===== src/sv/ir_slope_activation_detector_macros.svh =====
// ----------------------------------------------------------------------------
// ir_slope_activation_detector assertion macros
// shared assertion shorthands, clocked on clk and disabled in reset
// ----------------------------------------------------------------------------
`ifndef IR_SLOPE_ACTIVATION_DETECTOR_MACROS_SVH
`define IR_SLOPE_ACTIVATION_DETECTOR_MACROS_SVH

// same-cycle implication
`define ISAD_ASSERT_IMP(name, ante, cons, msg) \
    name: assert property (@(posedge clk) disable iff (!rst_n) (ante) |-> (cons)) \
        else $error(msg);

// next-cycle implication
`define ISAD_ASSERT_NXT(name, ante, cons, msg) \
    name: assert property (@(posedge clk) disable iff (!rst_n) (ante) |=> (cons)) \
        else $error(msg);

`endif


===== src/sv/isad_pkg.sv =====
// ----------------------------------------------------------------------------
// isad_pkg
// widths, codes and the cutoff table of the slope activation detector
// ----------------------------------------------------------------------------
`default_nettype none

package isad_pkg;

    localparam int SENS_W   = 2;
    localparam int CHAN_W   = 3;
    localparam int READ_W   = 13;
    localparam int SLOPE_W  = 14;
    localparam int STR_W    = 8;
    localparam int DIR_W    = 2;
    localparam int QUIET_W  = 6;
    localparam int RING_W   = 3;
    localparam int SUM4_W   = 16;
    localparam int SUM8_W   = 17;
    localparam int PADDR_W  = 3;
    localparam int PDATA_W  = 32;
    localparam int CUT_W    = 7;

    localparam logic [SENS_W-1:0]  SENS_RESET   = 2'd2;
    localparam logic [QUIET_W-1:0] QUIET_LIMIT  = 6'd50;
    localparam logic [QUIET_W-1:0] QUIET_MAX    = 6'd63;
    localparam logic [STR_W-1:0]   STRENGTH_MAX = 8'd255;

    // register index, taken from paddr[2]
    localparam logic REG_SENSITIVITY = 1'b0;

    typedef enum logic [DIR_W-1:0] {
        DIR_NONE    = 2'd0,
        DIR_FALLING = 2'd1,
        DIR_RISING  = 2'd2
    } dir_t;

    function automatic logic [CUT_W-1:0] cutoff_of(input logic [SENS_W-1:0] sens);
        logic [CUT_W-1:0] c;
        unique case (sens)
            2'd0:    c = 7'd100;
            2'd1:    c = 7'd50;
            2'd2:    c = 7'd35;
            default: c = 7'd20;
        endcase
        return c;
    endfunction

endpackage

`default_nettype wire


===== src/sv/isad_in_if.sv =====
// ----------------------------------------------------------------------------
// isad_in_if
// request channel carrying one channel number and one proximity reading
// ----------------------------------------------------------------------------
`default_nettype none

interface isad_in_if;
    import isad_pkg::*;

    logic              valid;
    logic              ready;
    logic [CHAN_W-1:0] channel;
    logic [READ_W-1:0] reading;

    modport source (output valid, output channel, output reading, input ready);
    modport sink   (input valid, input channel, input reading, output ready);
endinterface

`default_nettype wire


===== src/sv/isad_out_if.sv =====
// ----------------------------------------------------------------------------
// isad_out_if
// result channel carrying strength, direction and filtered slope
// ----------------------------------------------------------------------------
`default_nettype none

interface isad_out_if;
    import isad_pkg::*;

    logic                      valid;
    logic                      ready;
    logic [STR_W-1:0]          strength;
    logic [DIR_W-1:0]          direction;
    logic signed [SLOPE_W-1:0] filtered_slope;

    modport source (output valid, output strength, output direction,
                    output filtered_slope, input ready);
    modport sink   (input valid, input strength, input direction,
                    input filtered_slope, output ready);
endinterface

`default_nettype wire


===== src/sv/isad_ram.sv =====
// ----------------------------------------------------------------------------
// isad_ram
// simple dual-port ram, one write and one registered read per cycle
// ----------------------------------------------------------------------------
`default_nettype none

module isad_ram #(
    parameter int WIDTH = 8,
    parameter int DEPTH = 16
) (
    input  wire logic                                   clk,
    input  wire logic                                   we,
    input  wire logic [((DEPTH > 1) ? $clog2(DEPTH) : 1)-1:0] waddr,
    input  wire logic [WIDTH-1:0]                       wdata,
    input  wire logic                                   re,
    input  wire logic [((DEPTH > 1) ? $clog2(DEPTH) : 1)-1:0] raddr,
    output logic      [WIDTH-1:0]                       rdata
);

    logic [WIDTH-1:0] mem_reg [DEPTH];
    logic [WIDTH-1:0] rdata_reg;

    // read returns the old contents on a same-address write
    always_ff @(posedge clk)
    begin
        if (we)
        begin
            mem_reg[waddr] <= wdata;
        end
        if (re)
        begin
            rdata_reg <= mem_reg[raddr];
        end
    end

    assign rdata = rdata_reg;

endmodule

`default_nettype wire


===== src/sv/ir_slope_activation_detector.sv =====
// ----------------------------------------------------------------------------
// ir_slope_activation_detector
// per-channel slope trigger for proximity readings
// ----------------------------------------------------------------------------
// Each request brings a channel number and a reading. Per channel the block
// compares the new reading with the one taken HISTORY_DEPTH-1 readings earlier,
// averages the last eight or four such slopes and raises a trigger strength
// when the averaged magnitude reaches the cutoff picked by sensitivity. One
// request is taken every clock unless the result side stalls; its result
// passes stage 1 into the output register. The rate is set by the two memory
// read ports (reading history, slope ring), read at acceptance and written
// back as the request leaves stage 1; a same-address collision is bypassed.
// No clearing pass follows reset: readings not yet written count as zero
// through a per-channel fill flag, slope entries through one valid bit each.
// The sensitivity register should only be written while the block is idle.
// ----------------------------------------------------------------------------
`default_nettype none

`include "ir_slope_activation_detector_macros.svh"

module ir_slope_activation_detector #(
    parameter int CHANNELS      = 8,
    parameter int HISTORY_DEPTH = 14
) (
    input  wire logic                          clk,
    input  wire logic                          rst_n,
    // apb configuration port
    input  wire logic                          psel,
    input  wire logic                          penable,
    input  wire logic                          pwrite,
    input  wire logic [isad_pkg::PADDR_W-1:0]  paddr,
    input  wire logic [isad_pkg::PDATA_W-1:0]  pwdata,
    output logic      [isad_pkg::PDATA_W-1:0]  prdata,
    output logic                               pready,
    // streams
    isad_in_if.sink                            sample,
    isad_out_if.source                         result
);
    import isad_pkg::*;

    // ------------------------------------------------------------------------
    // sizes
    // ------------------------------------------------------------------------
    localparam int CH_W        = (CHANNELS > 1) ? $clog2(CHANNELS) : 1;
    localparam int HRING       = HISTORY_DEPTH - 1;     // readings kept back
    localparam int HP_W        = (HRING > 1) ? $clog2(HRING) : 1;
    localparam int HA_W        = CH_W + HP_W;
    localparam int HMEM_DEPTH  = 1 << HA_W;
    localparam int RA_W        = CH_W + RING_W;
    localparam int RMEM_DEPTH  = 1 << RA_W;
    localparam logic [HP_W-1:0] HPTR_LAST = HP_W'(HRING - 1);

    // ------------------------------------------------------------------------
    // configuration register
    // ------------------------------------------------------------------------
    logic [SENS_W-1:0] sens_reg;
    logic              cfg_wr;
    logic              len8;

    assign pready = 1'b1;
    assign cfg_wr = psel && penable && pwrite;

    always_ff @(posedge clk or negedge rst_n)
    begin
        if (!rst_n)
        begin
            sens_reg <= SENS_RESET;
        end
        else if (cfg_wr && (paddr[2] == REG_SENSITIVITY))
        begin
            sens_reg <= pwdata[SENS_W-1:0];
        end
    end

    assign prdata = (paddr[2] == REG_SENSITIVITY) ? PDATA_W'(sens_reg) : '0;

    // sensitivity 0 and 1 average eight slopes, 2 and 3 average four
    assign len8 = !sens_reg[1];

    // ------------------------------------------------------------------------
    // handshake and stage control
    // ------------------------------------------------------------------------
    logic s1_valid_reg;
    logic out_valid_reg;
    logic s1_adv;
    logic acc;

    assign s1_adv       = s1_valid_reg && (!out_valid_reg || result.ready);
    assign sample.ready = !s1_valid_reg || s1_adv;
    assign acc          = sample.valid && sample.ready;

    // ------------------------------------------------------------------------
    // accept side: address generation and per-channel pointers
    // ------------------------------------------------------------------------
    logic              in_range_in;
    logic [CH_W-1:0]   ch_in;
    logic [HP_W-1:0]   hptr_in;
    logic [RING_W-1:0] slot_in;
    logic [HA_W-1:0]   hist_raddr;
    logic [RA_W-1:0]   ring_raddr;

    logic [HP_W-1:0]   hptr_reg  [CHANNELS];
    logic [CHANNELS-1:0] hfull_reg;          // history ring has wrapped once
    logic [RING_W-1:0] rpos_reg  [CHANNELS];
    logic [RMEM_DEPTH-1:0] rvalid_reg;       // slope entry written since reset

    // out-of-range channels touch no state; park them on channel zero
    assign in_range_in = (32'(sample.channel) < 32'(CHANNELS));
    assign ch_in       = in_range_in ? CH_W'(sample.channel) : '0;
    assign hptr_in     = hptr_reg[ch_in];
    assign slot_in     = len8 ? rpos_reg[ch_in] : {1'b0, rpos_reg[ch_in][1:0]};
    assign hist_raddr  = {ch_in, hptr_in};
    assign ring_raddr  = {ch_in, slot_in};

    always_ff @(posedge clk or negedge rst_n)
    begin
        if (!rst_n)
        begin
            for (int c = 0; c < CHANNELS; c++)
            begin
                hptr_reg[c] <= '0;
                rpos_reg[c] <= '0;
            end
            hfull_reg <= '0;
        end
        else if (acc && in_range_in)
        begin
            if (hptr_in == HPTR_LAST)
            begin
                hptr_reg[ch_in]  <= '0;
                hfull_reg[ch_in] <= 1'b1;
            end
            else
            begin
                hptr_reg[ch_in] <= hptr_in + 1'b1;
            end
            rpos_reg[ch_in] <= rpos_reg[ch_in] + 1'b1;
        end
    end

    // ------------------------------------------------------------------------
    // stage 1 registers (memory read data arrives alongside)
    // ------------------------------------------------------------------------
    logic [CH_W-1:0]           s1_ch_reg;
    logic                      s1_in_range_reg;
    logic [READ_W-1:0]         s1_reading_reg;
    logic [HP_W-1:0]           s1_hptr_reg;
    logic [RING_W-1:0]         s1_slot_reg;
    logic                      s1_hvalid_reg;
    logic                      s1_rvalid_reg;
    logic                      s1_hfwd_reg;
    logic [READ_W-1:0]         s1_hfwd_data_reg;
    logic                      s1_rfwd_reg;
    logic signed [SLOPE_W-1:0] s1_rfwd_data_reg;

    logic                      s1_wr;
    logic [HA_W-1:0]           hist_waddr;
    logic [RA_W-1:0]           ring_waddr;
    logic [READ_W-1:0]         hist_rdata;
    logic [SLOPE_W-1:0]        ring_rdata;
    logic signed [SLOPE_W-1:0] slope_s1;

    assign s1_wr      = s1_adv && s1_in_range_reg;
    assign hist_waddr = {s1_ch_reg, s1_hptr_reg};
    assign ring_waddr = {s1_ch_reg, s1_slot_reg};

    always_ff @(posedge clk or negedge rst_n)
    begin
        if (!rst_n)
        begin
            s1_valid_reg <= 1'b0;
        end
        else if (acc)
        begin
            s1_valid_reg <= 1'b1;
        end
        else if (s1_adv)
        begin
            s1_valid_reg <= 1'b0;
        end
    end

    always_ff @(posedge clk)
    begin
        if (acc)
        begin
            s1_ch_reg        <= ch_in;
            s1_in_range_reg  <= in_range_in;
            s1_reading_reg   <= sample.reading;
            s1_hptr_reg      <= hptr_in;
            s1_slot_reg      <= slot_in;
            s1_hvalid_reg    <= hfull_reg[ch_in];
            s1_rvalid_reg    <= rvalid_reg[ring_raddr];
            // bypass a write-back landing on the address being read
            s1_hfwd_reg      <= s1_wr && (hist_waddr == hist_raddr);
            s1_hfwd_data_reg <= s1_reading_reg;
            s1_rfwd_reg      <= s1_wr && (ring_waddr == ring_raddr);
            s1_rfwd_data_reg <= slope_s1;
        end
    end

    isad_ram #(
        .WIDTH (READ_W),
        .DEPTH (HMEM_DEPTH)
    ) u_hist_ram (
        .clk   (clk),
        .we    (s1_wr),
        .waddr (hist_waddr),
        .wdata (s1_reading_reg),
        .re    (acc),
        .raddr (hist_raddr),
        .rdata (hist_rdata)
    );

    isad_ram #(
        .WIDTH (SLOPE_W),
        .DEPTH (RMEM_DEPTH)
    ) u_ring_ram (
        .clk   (clk),
        .we    (s1_wr),
        .waddr (ring_waddr),
        .wdata (slope_s1),
        .re    (acc),
        .raddr (ring_raddr),
        .rdata (ring_rdata)
    );

    always_ff @(posedge clk or negedge rst_n)
    begin
        if (!rst_n)
        begin
            rvalid_reg <= '0;
        end
        else if (s1_wr)
        begin
            rvalid_reg[ring_waddr] <= 1'b1;
        end
    end

    // ------------------------------------------------------------------------
    // stage 1 datapath: slope, running sums, filter, trigger decision
    // ------------------------------------------------------------------------
    logic signed [SUM4_W-1:0]  sum4_reg  [CHANNELS];   // ring entries 0..3
    logic signed [SUM8_W-1:0]  sum8_reg  [CHANNELS];   // ring entries 0..7
    dir_t                      mode_reg  [CHANNELS];
    logic [QUIET_W-1:0]        quiet_reg [CHANNELS];

    logic [READ_W-1:0]         oldest;
    logic signed [SLOPE_W-1:0] old_slope;
    logic signed [SLOPE_W:0]   delta;
    logic signed [SUM4_W-1:0]  sum4_next;
    logic signed [SUM8_W-1:0]  sum8_next;
    logic signed [SUM8_W-1:0]  sum_sel;
    logic signed [SUM8_W-1:0]  filt_wide;
    logic signed [SLOPE_W-1:0] filt;
    logic                      neg;
    logic                      pos;
    logic [SLOPE_W-1:0]        mag;
    dir_t                      mode_eff;
    logic                      suppressed;
    logic                      trig;
    logic [STR_W-1:0]          strength_s1;
    dir_t                      dir_s1;
    logic [QUIET_W-1:0]        quiet_cur;

    always_comb
    begin
        // reading from HISTORY_DEPTH-1 requests ago, zero until the ring fills
        if (s1_hfwd_reg)
        begin
            oldest = s1_hfwd_data_reg;
        end
        else if (s1_hvalid_reg)
        begin
            oldest = hist_rdata;
        end
        else
        begin
            oldest = '0;
        end

        if (s1_rfwd_reg)
        begin
            old_slope = s1_rfwd_data_reg;
        end
        else if (s1_rvalid_reg)
        begin
            old_slope = $signed(ring_rdata);
        end
        else
        begin
            old_slope = '0;
        end
    end

    assign slope_s1 = $signed({1'b0, s1_reading_reg}) - $signed({1'b0, oldest});
    assign delta    = $signed({slope_s1[SLOPE_W-1], slope_s1})
                    - $signed({old_slope[SLOPE_W-1], old_slope});

    // incremental sums: drop the overwritten entry, add the new slope
    assign sum8_next = sum8_reg[s1_ch_reg]
                     + $signed({{(SUM8_W-SLOPE_W-1){delta[SLOPE_W]}}, delta});
    assign sum4_next = s1_slot_reg[RING_W-1] ? sum4_reg[s1_ch_reg]
                     : sum4_reg[s1_ch_reg]
                       + $signed({{(SUM4_W-SLOPE_W-1){delta[SLOPE_W]}}, delta});

    assign sum_sel   = len8 ? sum8_next : $signed({sum4_next[SUM4_W-1], sum4_next});
    // arithmetic shift is floor division
    assign filt_wide = len8 ? (sum_sel >>> 3) : (sum_sel >>> 2);
    assign filt      = $signed(filt_wide[SLOPE_W-1:0]);

    assign neg       = filt[SLOPE_W-1];
    assign pos       = !neg && (filt != '0);
    assign mag       = neg ? (SLOPE_W'(0) - filt) : filt;

    // quiet release clears the direction lock before the check
    assign quiet_cur = quiet_reg[s1_ch_reg];
    assign mode_eff  = (quiet_cur > QUIET_LIMIT) ? DIR_NONE : mode_reg[s1_ch_reg];

    assign suppressed = ((mode_eff == DIR_RISING) && neg)
                     || ((mode_eff == DIR_FALLING) && pos);
    assign trig       = !suppressed && (mag >= SLOPE_W'(cutoff_of(sens_reg)));

    always_comb
    begin
        strength_s1 = '0;
        dir_s1      = DIR_NONE;
        if (trig)
        begin
            strength_s1 = (mag[SLOPE_W-1:STR_W] != '0) ? STRENGTH_MAX : mag[STR_W-1:0];
            dir_s1      = neg ? DIR_FALLING : DIR_RISING;
        end
    end

    always_ff @(posedge clk or negedge rst_n)
    begin
        if (!rst_n)
        begin
            for (int c = 0; c < CHANNELS; c++)
            begin
                sum4_reg[c]  <= '0;
                sum8_reg[c]  <= '0;
                mode_reg[c]  <= DIR_NONE;
                quiet_reg[c] <= '0;
            end
        end
        else if (s1_wr)
        begin
            sum4_reg[s1_ch_reg] <= sum4_next;
            sum8_reg[s1_ch_reg] <= sum8_next;
            if (trig)
            begin
                mode_reg[s1_ch_reg]  <= dir_s1;
                quiet_reg[s1_ch_reg] <= '0;
            end
            else
            begin
                mode_reg[s1_ch_reg] <= mode_eff;
                if (quiet_cur != QUIET_MAX)
                begin
                    quiet_reg[s1_ch_reg] <= quiet_cur + 1'b1;
                end
            end
        end
    end

    // ------------------------------------------------------------------------
    // result register
    // ------------------------------------------------------------------------
    logic [STR_W-1:0]          out_strength_reg;
    dir_t                      out_dir_reg;
    logic signed [SLOPE_W-1:0] out_filt_reg;

    always_ff @(posedge clk or negedge rst_n)
    begin
        if (!rst_n)
        begin
            out_valid_reg <= 1'b0;
        end
        else if (s1_adv)
        begin
            out_valid_reg <= 1'b1;
        end
        else if (result.ready)
        begin
            out_valid_reg <= 1'b0;
        end
    end

    // out-of-range channels report all zero
    always_ff @(posedge clk)
    begin
        if (s1_adv)
        begin
            out_strength_reg <= s1_in_range_reg ? strength_s1 : '0;
            out_dir_reg      <= s1_in_range_reg ? dir_s1 : DIR_NONE;
            out_filt_reg     <= s1_in_range_reg ? filt : '0;
        end
    end

    assign result.valid          = out_valid_reg;
    assign result.strength       = out_strength_reg;
    assign result.direction      = out_dir_reg;
    assign result.filtered_slope = out_filt_reg;

    // ------------------------------------------------------------------------
    // assertions
    // ------------------------------------------------------------------------
    `ISAD_ASSERT_IMP(a_dir_matches_strength, result.valid,
        (result.strength != '0) == (result.direction != DIR_NONE),
        "direction and strength disagree on trigger")
    `ISAD_ASSERT_IMP(a_rising_not_negative, result.valid && (result.direction == DIR_RISING),
        !result.filtered_slope[SLOPE_W-1],
        "rising trigger reported with negative filtered slope")
    `ISAD_ASSERT_IMP(a_stall_only_when_full, !sample.ready,
        s1_valid_reg && out_valid_reg && !result.ready,
        "request side stalled while the pipeline can move")
    `ISAD_ASSERT_NXT(a_trigger_resets_quiet, s1_wr && trig,
        quiet_reg[$past(s1_ch_reg)] == '0,
        "quiet count not cleared after a trigger")

endmodule

`default_nettype wire


===== src/flat_wrapper.sv =====
// flat-port wrapper written by rule: the top's interface ports become plain ports
module ir_slope_activation_detector_flat import isad_pkg::*;
#(
    parameter int CHANNELS      = 8,
    parameter int HISTORY_DEPTH = 14
)
  (clk, rst_n, psel, penable, pwrite, paddr, pwdata, prdata, pready, sample_valid, sample_channel, sample_reading, sample_ready, result_valid, result_strength, result_direction, result_filtered_slope, result_ready);
  isad_in_if sample_i ();
  isad_out_if result_i ();
  input  wire logic clk;
  input  wire logic rst_n;
  input  wire logic psel;
  input  wire logic penable;
  input  wire logic pwrite;
  input  wire logic [isad_pkg::PADDR_W-1:0] paddr;
  input  wire logic [isad_pkg::PDATA_W-1:0] pwdata;
  output logic      [isad_pkg::PDATA_W-1:0] prdata;
  output logic pready;
  input wire logic [$bits(sample_i.valid)-1:0] sample_valid;
  input wire logic [$bits(sample_i.channel)-1:0] sample_channel;
  input wire logic [$bits(sample_i.reading)-1:0] sample_reading;
  output wire logic [$bits(sample_i.ready)-1:0] sample_ready;
  output wire logic [$bits(result_i.valid)-1:0] result_valid;
  output wire logic [$bits(result_i.strength)-1:0] result_strength;
  output wire logic [$bits(result_i.direction)-1:0] result_direction;
  output wire logic [$bits(result_i.filtered_slope)-1:0] result_filtered_slope;
  input wire logic [$bits(result_i.ready)-1:0] result_ready;
  assign sample_i.valid = sample_valid;
  assign sample_i.channel = sample_channel;
  assign sample_i.reading = sample_reading;
  assign sample_ready = sample_i.ready;
  assign result_valid = result_i.valid;
  assign result_strength = result_i.strength;
  assign result_direction = result_i.direction;
  assign result_filtered_slope = result_i.filtered_slope;
  assign result_i.ready = result_ready;
  ir_slope_activation_detector #(.CHANNELS(CHANNELS), .HISTORY_DEPTH(HISTORY_DEPTH)) u_core (.clk(clk), .rst_n(rst_n), .psel(psel), .penable(penable), .pwrite(pwrite), .paddr(paddr), .pwdata(pwdata), .prdata(prdata), .pready(pready), .sample(sample_i), .result(result_i));
endmodule

===== config.mk =====
export PLATFORM = sky130hd
export DESIGN_NAME = ir_slope_activation_detector_flat
export DESIGN_NICKNAME = d
export VERILOG_FILES = /design/src/sv/isad_pkg.sv /design/src/sv/isad_in_if.sv /design/src/sv/isad_out_if.sv /design/src/sv/isad_ram.sv /design/src/sv/ir_slope_activation_detector.sv /design/src/flat_wrapper.sv
export VERILOG_INCLUDE_DIRS = /design/src /design/src/sv
export SDC_FILE = /design/constraint.sdc
export NUM_CORES = 2
export LEC_CHECK = 0
export BUFFER_PORTS_ARGS = -buffer_cell sky130_fd_sc_hd__buf_2
export CORE_ASPECT_RATIO = 1.75
export CORE_MARGIN = 1.5
export CORE_UTILIZATION = 39
export DETAILED_ROUTE_END_ITERATION = 7
export PLACE_DENSITY = 0.6
export SYNTH_ARGS = -nofsm -noshare
export SYNTH_HDL_FRONTEND = slang
export SYNTH_HIERARCHICAL = 1
export SYNTH_SLANG_ARGS = --single-unit
export TNS_END_PERCENT = 1

===== constraint.sdc =====
create_clock -name clk -period 11.75 [get_ports clk]
set_input_delay 1.175 -clock clk [delete_from_list [all_inputs] [get_ports clk]]
set_output_delay 1.175 -clock clk [all_outputs]
set_load 0.05 [all_outputs]

# After elaboration in Yosys (flattened, before gate mapping)
# Memories as Yosys holds them, arrays and structs flattened. A register that Yosys moved wholly into a read port is not among the register bits.
# Cells that the tools add are included.
word_totals:
  output_inout_bits: 59
  reg_bits: 538
  inputBits: 58
  mem_bits_rw: 2560
  memories: 2
  word_cells: 204
op_classes:
  add_sub_neg: 8
  reduce_logical: 30
  bitwise: 9
  mux: 70
  n_eq_ne: 8
  n_lt_le_gt_ge: 11
mem_list:
  columns: ["memory", "words", "word_bits", "read_ports", "rd_clocked_by_memory_dff", "wr", "line_no", "rtl"]
  rows:
  - ["u_core.u_hist_ram.mem_reg", 128, 13, 1, 1, 1, "isad_ram.sv:20", "logic [WIDTH-1:0] mem_reg [DEPTH];"]
  - ["u_core.u_ring_ram.mem_reg", 64, 14, 1, 1, 1, "isad_ram.sv:20", null]
op_table:
  columns: ["op", "n"]
  rows:
  - ["$bwmux W136", 1]
  - ["$bwmux W128", 1]
  - ["$mux W48", 2]
  - ["$mux W16", 5]
  - ["$mux W17", 4]
  - ["$or A64 B64 Y64", 1]
  - ["$mux W14", 4]
  - ["$bmux W17 S3", 1]
  - ["$demux W17 S3", 1]
  - ["$and A48 B48 Y48", 1]
  - ["$bmux W16 S3", 1]
  - ["$bwmux W48", 1]
  - ["$demux W16 S3", 1]
  - ["$not A48 Y48", 1]
  - ["$and A32 B32 Y32", 1]
  - ["$bwmux W16", 2]
  - ["$bwmux W32", 1]
  - ["$mux W32", 1]
  - ["$not A32 Y32", 1]
  - ["$mux W13", 2]
  - ["$bwmux W24", 1]
  - ["$pmux W7 S3", 1]
  - ["$bmux W6 S3", 1]
  - ["$demux W6 S3", 1]
  - ["other kinds (49)", 99]

# Logic depth before layout (Yosys ltp)
depth:
  word_depth: 17
  ltp_mapped: 42

# By module
# Netlist, hierarchy kept.
modules_own_cells:
  columns: ["module", "instances", "area_each_um2", "cells_each"]
  rows:
  - ["isad_ram (u_core.u_hist_ram)", 1, 64082.7, 2542]
  - ["isad_ram (u_core.u_ring_ram)", 1, 35018.6, 1571]
  - ["ir_slope_activation_detector", 1, 28108.2, 2840]

# Worst setup path after synthesis
# No wires, ideal clock.
synth_timing:
  path_kind: "flip-flop to flip-flop"
  from: "reg u_core.s1_reading_reg[0]"
  to: "reg u_core/quiet_reg[18] in the netlist's numbering"
  n_path_buf: 3
  t_required_ps: 11615
  setup_time_ps: 135
  stages_incl_launch_ff: 40
  arrival_time_ps: 10522
  slack_ps: 1093
  cell_sequence: "edfxtp_1 -> inv_1 -> ha_1 -> nand2b_1 -> nand2b_1 -> a21oi_1 -> xnor2_1 -> ha_1 -> o21a_1 -> o31a_1 -> o31a_1 -> o21ai_0 -> a221oi_1 -> or3_1 -> a21oi_1 -> o21bai_1 -> a21oi_1 -> xnor2_1 -> [4 not listed] -> a21o_1 -> a21oi_1 -> nand3_1 -> mux2i_1 -> o31a_2 -> clkinv_1 -> o21a_1 -> xor2_1 -> ha_1 -> nand3_1 -> a311oi_1 -> nand3_1 -> o2111a_1 -> a31o_1 -> buf_6 -> buf_6 -> a21oi_2 -> o32ai_1"
synth_between:
  elab_chain_cells: 14
  word_cells_on_any_way: 21
  cone_classes: "add/sub (5); order compare (1); mux (5); reduce/logical (10)"
synth_lines:
  columns: ["element", "line_no", "rtl"]
  rows:
  - ["start: declaration", "ir_slope_activation_detector.sv:146", "logic [READ_W-1:0] s1_reading_reg;"]
  - ["start signal: assignment", "ir_slope_activation_detector.sv:189", "s1_reading_reg <= sample.reading;"]
  - ["$sub A13 B13 Y14 *", "ir_slope_activation_detector.sv:296", "assign slope_s1 = $signed({1'b0, s1_reading_reg}) - $signed({1'b0, oldest});"]
  - ["via u_core.slope_s1[3]", "ir_slope_activation_detector.sv:161", "logic signed [SLOPE_W-1:0] slope_s1;"]
  - ["$sub A14 B14 Y15 *", "ir_slope_activation_detector.sv:298", "- $signed({old_slope[SLOPE_W-1], old_slope});"]
  - ["$add A16 B15 Y16", "ir_slope_activation_detector.sv:305", "+ $signed({{(SUM4_W-SLOPE_W-1){delta[SLOPE_W]}}, delta});"]
  - ["$mux W16", "ir_slope_activation_detector.sv:303", "assign sum4_next = s1_slot_reg[RING_W-1] ? sum4_reg[s1_ch_reg]"]
  - ["$mux W17 *", "ir_slope_activation_detector.sv:307", "assign sum_sel = len8 ? sum8_next : $signed({sum4_next[SUM4_W-1], sum4_next});"]
  - ["$mux W14 *", "ir_slope_activation_detector.sv:309", "assign filt_wide = len8 ? (sum_sel >>> 3) : (sum_sel >>> 2);"]
  - ["via u_core.filt_wide[13]", "ir_slope_activation_detector.sv:254", "logic signed [SUM8_W-1:0] filt_wide;"]
  - ["branches (longest 5 deep; another with $sub A1 B14 Y14)", null, null]
  - ["$logic_and A1 B1 Y1 *", "ir_slope_activation_detector.sv:322", "assign trig = !suppressed && (mag >= SLOPE_W'(cutoff_of(sens_reg)));"]
  - ["$reduce_bool A2 Y1 (no line)", null, null]
  - ["$reduce_and A2 Y1 (no line)", null, null]
  - ["end signal: indexed assignment", "ir_slope_activation_detector.sv:361", "quiet_reg[s1_ch_reg] <= quiet_cur + 1'b1;"]
  - ["end: declaration", "ir_slope_activation_detector.sv:246", "logic [QUIET_W-1:0] quiet_reg [CHANNELS];"]
# Mark *: on every way through the listed nets, which the timed path passes.
# A chain may end at the register's enable or synchronous reset.

# Final worst setup path
layout_timing:
  from: "reg u_core.s1_hfwd_reg"
  to: "reg u_core/quiet_reg[3] in the netlist's numbering"
layout_between:
  elab_chain_cells: 15
  word_cells_on_any_way: 22
  cone_classes: "add/sub (5); order compare (1); mux (6); reduce/logical (10)"
layout_lines:
  columns: ["element", "line_no", "rtl"]
  rows:
  - ["start: declaration", "ir_slope_activation_detector.sv:151", "logic s1_hfwd_reg;"]
  - ["start signal: assignment", "ir_slope_activation_detector.sv:195", "s1_hfwd_reg <= s1_wr && (hist_waddr == hist_raddr);"]
  - ["$mux W13 *", "ir_slope_activation_detector.sv:269", "if (s1_hfwd_reg)"]
  - ["$sub A13 B13 Y14 *", "ir_slope_activation_detector.sv:296", null]
  - ["$sub A14 B14 Y15 *", "ir_slope_activation_detector.sv:298", null]
  - ["$add A16 B15 Y16", "ir_slope_activation_detector.sv:305", null]
  - ["$mux W16", "ir_slope_activation_detector.sv:303", null]
  - ["$mux W17 *", "ir_slope_activation_detector.sv:307", null]
  - ["$mux W14 *", "ir_slope_activation_detector.sv:309", null]
  - ["via u_core.filt_wide[13]", "ir_slope_activation_detector.sv:254", null]
  - ["branches (longest 5 deep; another with $sub A1 B14 Y14)", null, null]
  - ["$logic_and A1 B1 Y1 *", "ir_slope_activation_detector.sv:322", null]
  - ["$reduce_bool A2 Y1 (no line)", null, null]
  - ["$reduce_and A2 Y1 (no line)", null, null]
# Marked as above.

==> impl_metrics.yaml <==
clock_network:
  post_cts_buffers: 0
  clkSinkCount: 3125
  numCtsBuffers: 286
  ctsLongestPathBuffers: 4
  post_cts_resized: 0
  cts_tree: "done"
  cts-root-buf: "clkbuf_16"
  clk_pin_slew_ns: 0.07
  holdBufCountCts: 0
  insertion_delay_ns: 0.94
  htree_levels: 5
layout:
  fillers: 27900
  final_area_sq_um: 143000
  nets: 7331
  drive_gt1_share_pct: 24.4
  largest_reg_flops: 1664
  regArea_sq_um: 91500
  area_delta_synth_final_pct: 12.4
  multi_input_area_sq_um: 33900
power_and_ir_drop:
  ir_drop_uv: 182
  p_leak_nw: 47.4
  power.density_nw_per_um2: 234
synthesis:
  yosys.area_share.adder_pct: 0.761
  yosysWarnings: 6
  synth-main-ff-cell: "edfxtp_1"
  ys_types: 109
  ys_async_sr_fraction_pct: 14.7
  ys_seq_area_share_pct: 72.0
  postSynthCellCount: 6953
  synth_compound_area_share_pct: 4.98
  synth_top_family_by_area: "multiplexers"
  ys_ff_latch: 3125
  yosys.area_share.simple_pct: 4.33
  synth_xor_area_share_pct: 0.472
  muxShareOfSynthArea_pct: 15.6
  syn_area_sq_um: 127000
  synth-edff-count: 2665
  avgSynthCellArea_sq_um: 18.3
route:
  routed_wl_um: 333000
  routed_via_density: 5.66
  post_drt_wl_per_cell_um: 28.4
  drcViolationCount: 0
  initialDrtViolationCount: 6206
  dr.pass1.iters: 8
  vias: 66500
  ant_nets: 0
critical_path:
  cp_top_family: "compound AO/OA/AOI/OAI gates"
  cp.arrival_ns: 11.12
  worst-path-buf-inv: 5
  crit_type: "register to register"
  cp-start-kind: "register"
  critical-path-slowest-cell: "a311oi_1"
  crit_path_end_kind: "register"
  crit_required_ns: 12.52
  max_stage_delay_ns: 0.62
  crit_fanout: 22
  rrSetupSlack_ns: 1.41
grt:
  grt_pass1_wl_um: 481000
  antenna_found_initial: 10
  grt.overflow.total: 0
  grt_pass1_vias: 68700
  grt_max_degree: 168
  track_usage_pct: 19.9
timing:
  fin_crit_sh_pct: 88.0
  grt_setup_unrepaired: "no"
  hold_viol: 0
  worst_slew_pin_slew_ns: 1.31
  max_freq_ghz: 0.0967
  drv_slew: 0
  clock_skew_ns: 0.0757
  fin_crit_ns: 10.34
  final-setup-viol-count: 0
  slew_headroom_pct: 12.6
  tns_ns: 0
placement:
  gp_congestion: 0.857
  portBuffers: 53
  place_area_sq_um: 134000
  dp_hpwl_um: 211000
worst_hold_path:
  min_path_type: "input port to async pin"
status:
  status: "finished, final reports clean"
floorplanning:
  die_w_um: 435
  pin_count: 117
  rows: 277
  fp.coreArea_sq_um: 325000
  start_util_pct: 39.2
  die_h_um: 759
  dieArea_sq_um: 330000
job:
  cap_violations: 0
routing by layer:
layer | GRT usage, % | up-vias | part of all wire, % | wire length [um]
li1 | - | 28400 | - | -
met1 | 22.2 | 35200 | 35 | 117000
met2 | 36.8 | 2187 | 54 | 180000
met3 | 2.59 | 681 | 5.1 | 17100
met4 | 10.5 | 10 | 5.7 | 19100
met5 | 0 | - | 0.019 | 63
cell usage after synthesis (33+ instances only):
cell type | n | area [sq um]
a211oi_1 | 34 | 255
a21o_1 | 53 | 398
a21oi_1 | 95 | 475
a22oi_1 | 64 | 480
buf_1 | 33 | 124
buf_2 | 67 | 335
buf_4 | 56 | 420
clkbuf_1 | 240 | 901
dfrtp_1 | 459 | 11500
edfxtp_1 | 2665 | 80000
ha_1 | 71 | 888
inv_1 | 100 | 375
mux2_2 | 83 | 935
mux2i_1 | 89 | 891
mux4_2 | 799 | 18000
nand2_1 | 601 | 2260
nand2b_1 | 44 | 275
nand3_1 | 62 | 310
nor2_1 | 293 | 1100
nor2b_1 | 46 | 288
nor3_1 | 50 | 250
o21ai_0 | 292 | 1460
o21bai_1 | 47 | 353
o22ai_1 | 104 | 651
xnor2_1 | 39 | 342
metrics by stage:
step	util [%]	power (mW)	std cells	setup WS (ns)	hold slack (ns)
final	44.0	33.5	11700	1.41	0.282
after global routing	44.0	34.8	11700	0.607	0.370
after CTS	44.0	33.8	11700	1.60	0.322
after detailed placement	41.2	24.4	11200	1.61	0.446
after global placement	41.2	24.2	11200	1.63	0.438
after floorplan	-	20.9	6982	1.09	0.427
power breakdown:
| part | internal [mW] | switching [mW] |
|---|---|---|
| combinational | 3.98 | 6.47 |
| sequential | 13.2 | 0.419 |
| clock | 5.27 | 4.10 |
final cells by class:
cell class	instances	share of cell area, %
repair buffers	343	1.79
inverters	107	0.300
well taps	4324	3.78
diodes	7	0.0122
flip-flops and latches	3125	64.0
multi-input cells	3335	23.7
clock inverters	139	1.01
clock buffers	361	5.44
worst paths after layout:
| check | from | endpoint | cells past startpoint |
|---|---|---|---|
| setup / recovery | u_core/s1_hfwd_reg | u_core/quiet_reg[3] | 38 |
| hold / removal | rst_n | u_core/rvalid_reg[10] | 1 |
| setup reg to reg | u_core/s1_hfwd_reg | u_core/quiet_reg[3] | 38 |
| hold reg to reg | u_core/rvalid_reg[8] | u_core/rvalid_reg[8] | 1 |
| max in group asynchronous | rst_n | u_core/sum4_reg[35] | 2 |
| min in group clk | sample_reading[5] | u_core/s1_reading_reg[5] | 1 |
worst reg2reg max path, delay by kind of cell (launching register included):
kind	cells	cell delay (ns)
XOR/XNOR	3	0.55
adder cells (fa/ha/maj)	5	1.52
AND/OR/NAND/NOR	10	1.65
flip-flops	1	0.60
buffers and inverters	5	1.15
AO/OA/AOI/OAI	15	4.79
cells in the final DEF, fill, tap and decap left out, types with 83 or more instances in the layout:
master,count
mux2_2,83
a21oi_1,94
o21ai_0,291
buf_4,283
o22ai_1,104
edfxtp_1,2665
mux2i_1,87
dfrtp_1,459
nand2_1,592
clkbuf_16,295
mux4_2,799
inv_1,95
nor2_1,240
kinds of logic after synthesis:
| group | after synthesis |
|---|---|
| compound gates | 948 |
| xor+xnor | 67 |
| fa+ha+maj | 75 |
| buf+inv | 522 |
| flops | 3125 |
| mux | 973 |
| other cells | 2 |
| simple gates | 1241 |
Note: power is estimated with default switching activity, not from simulation.
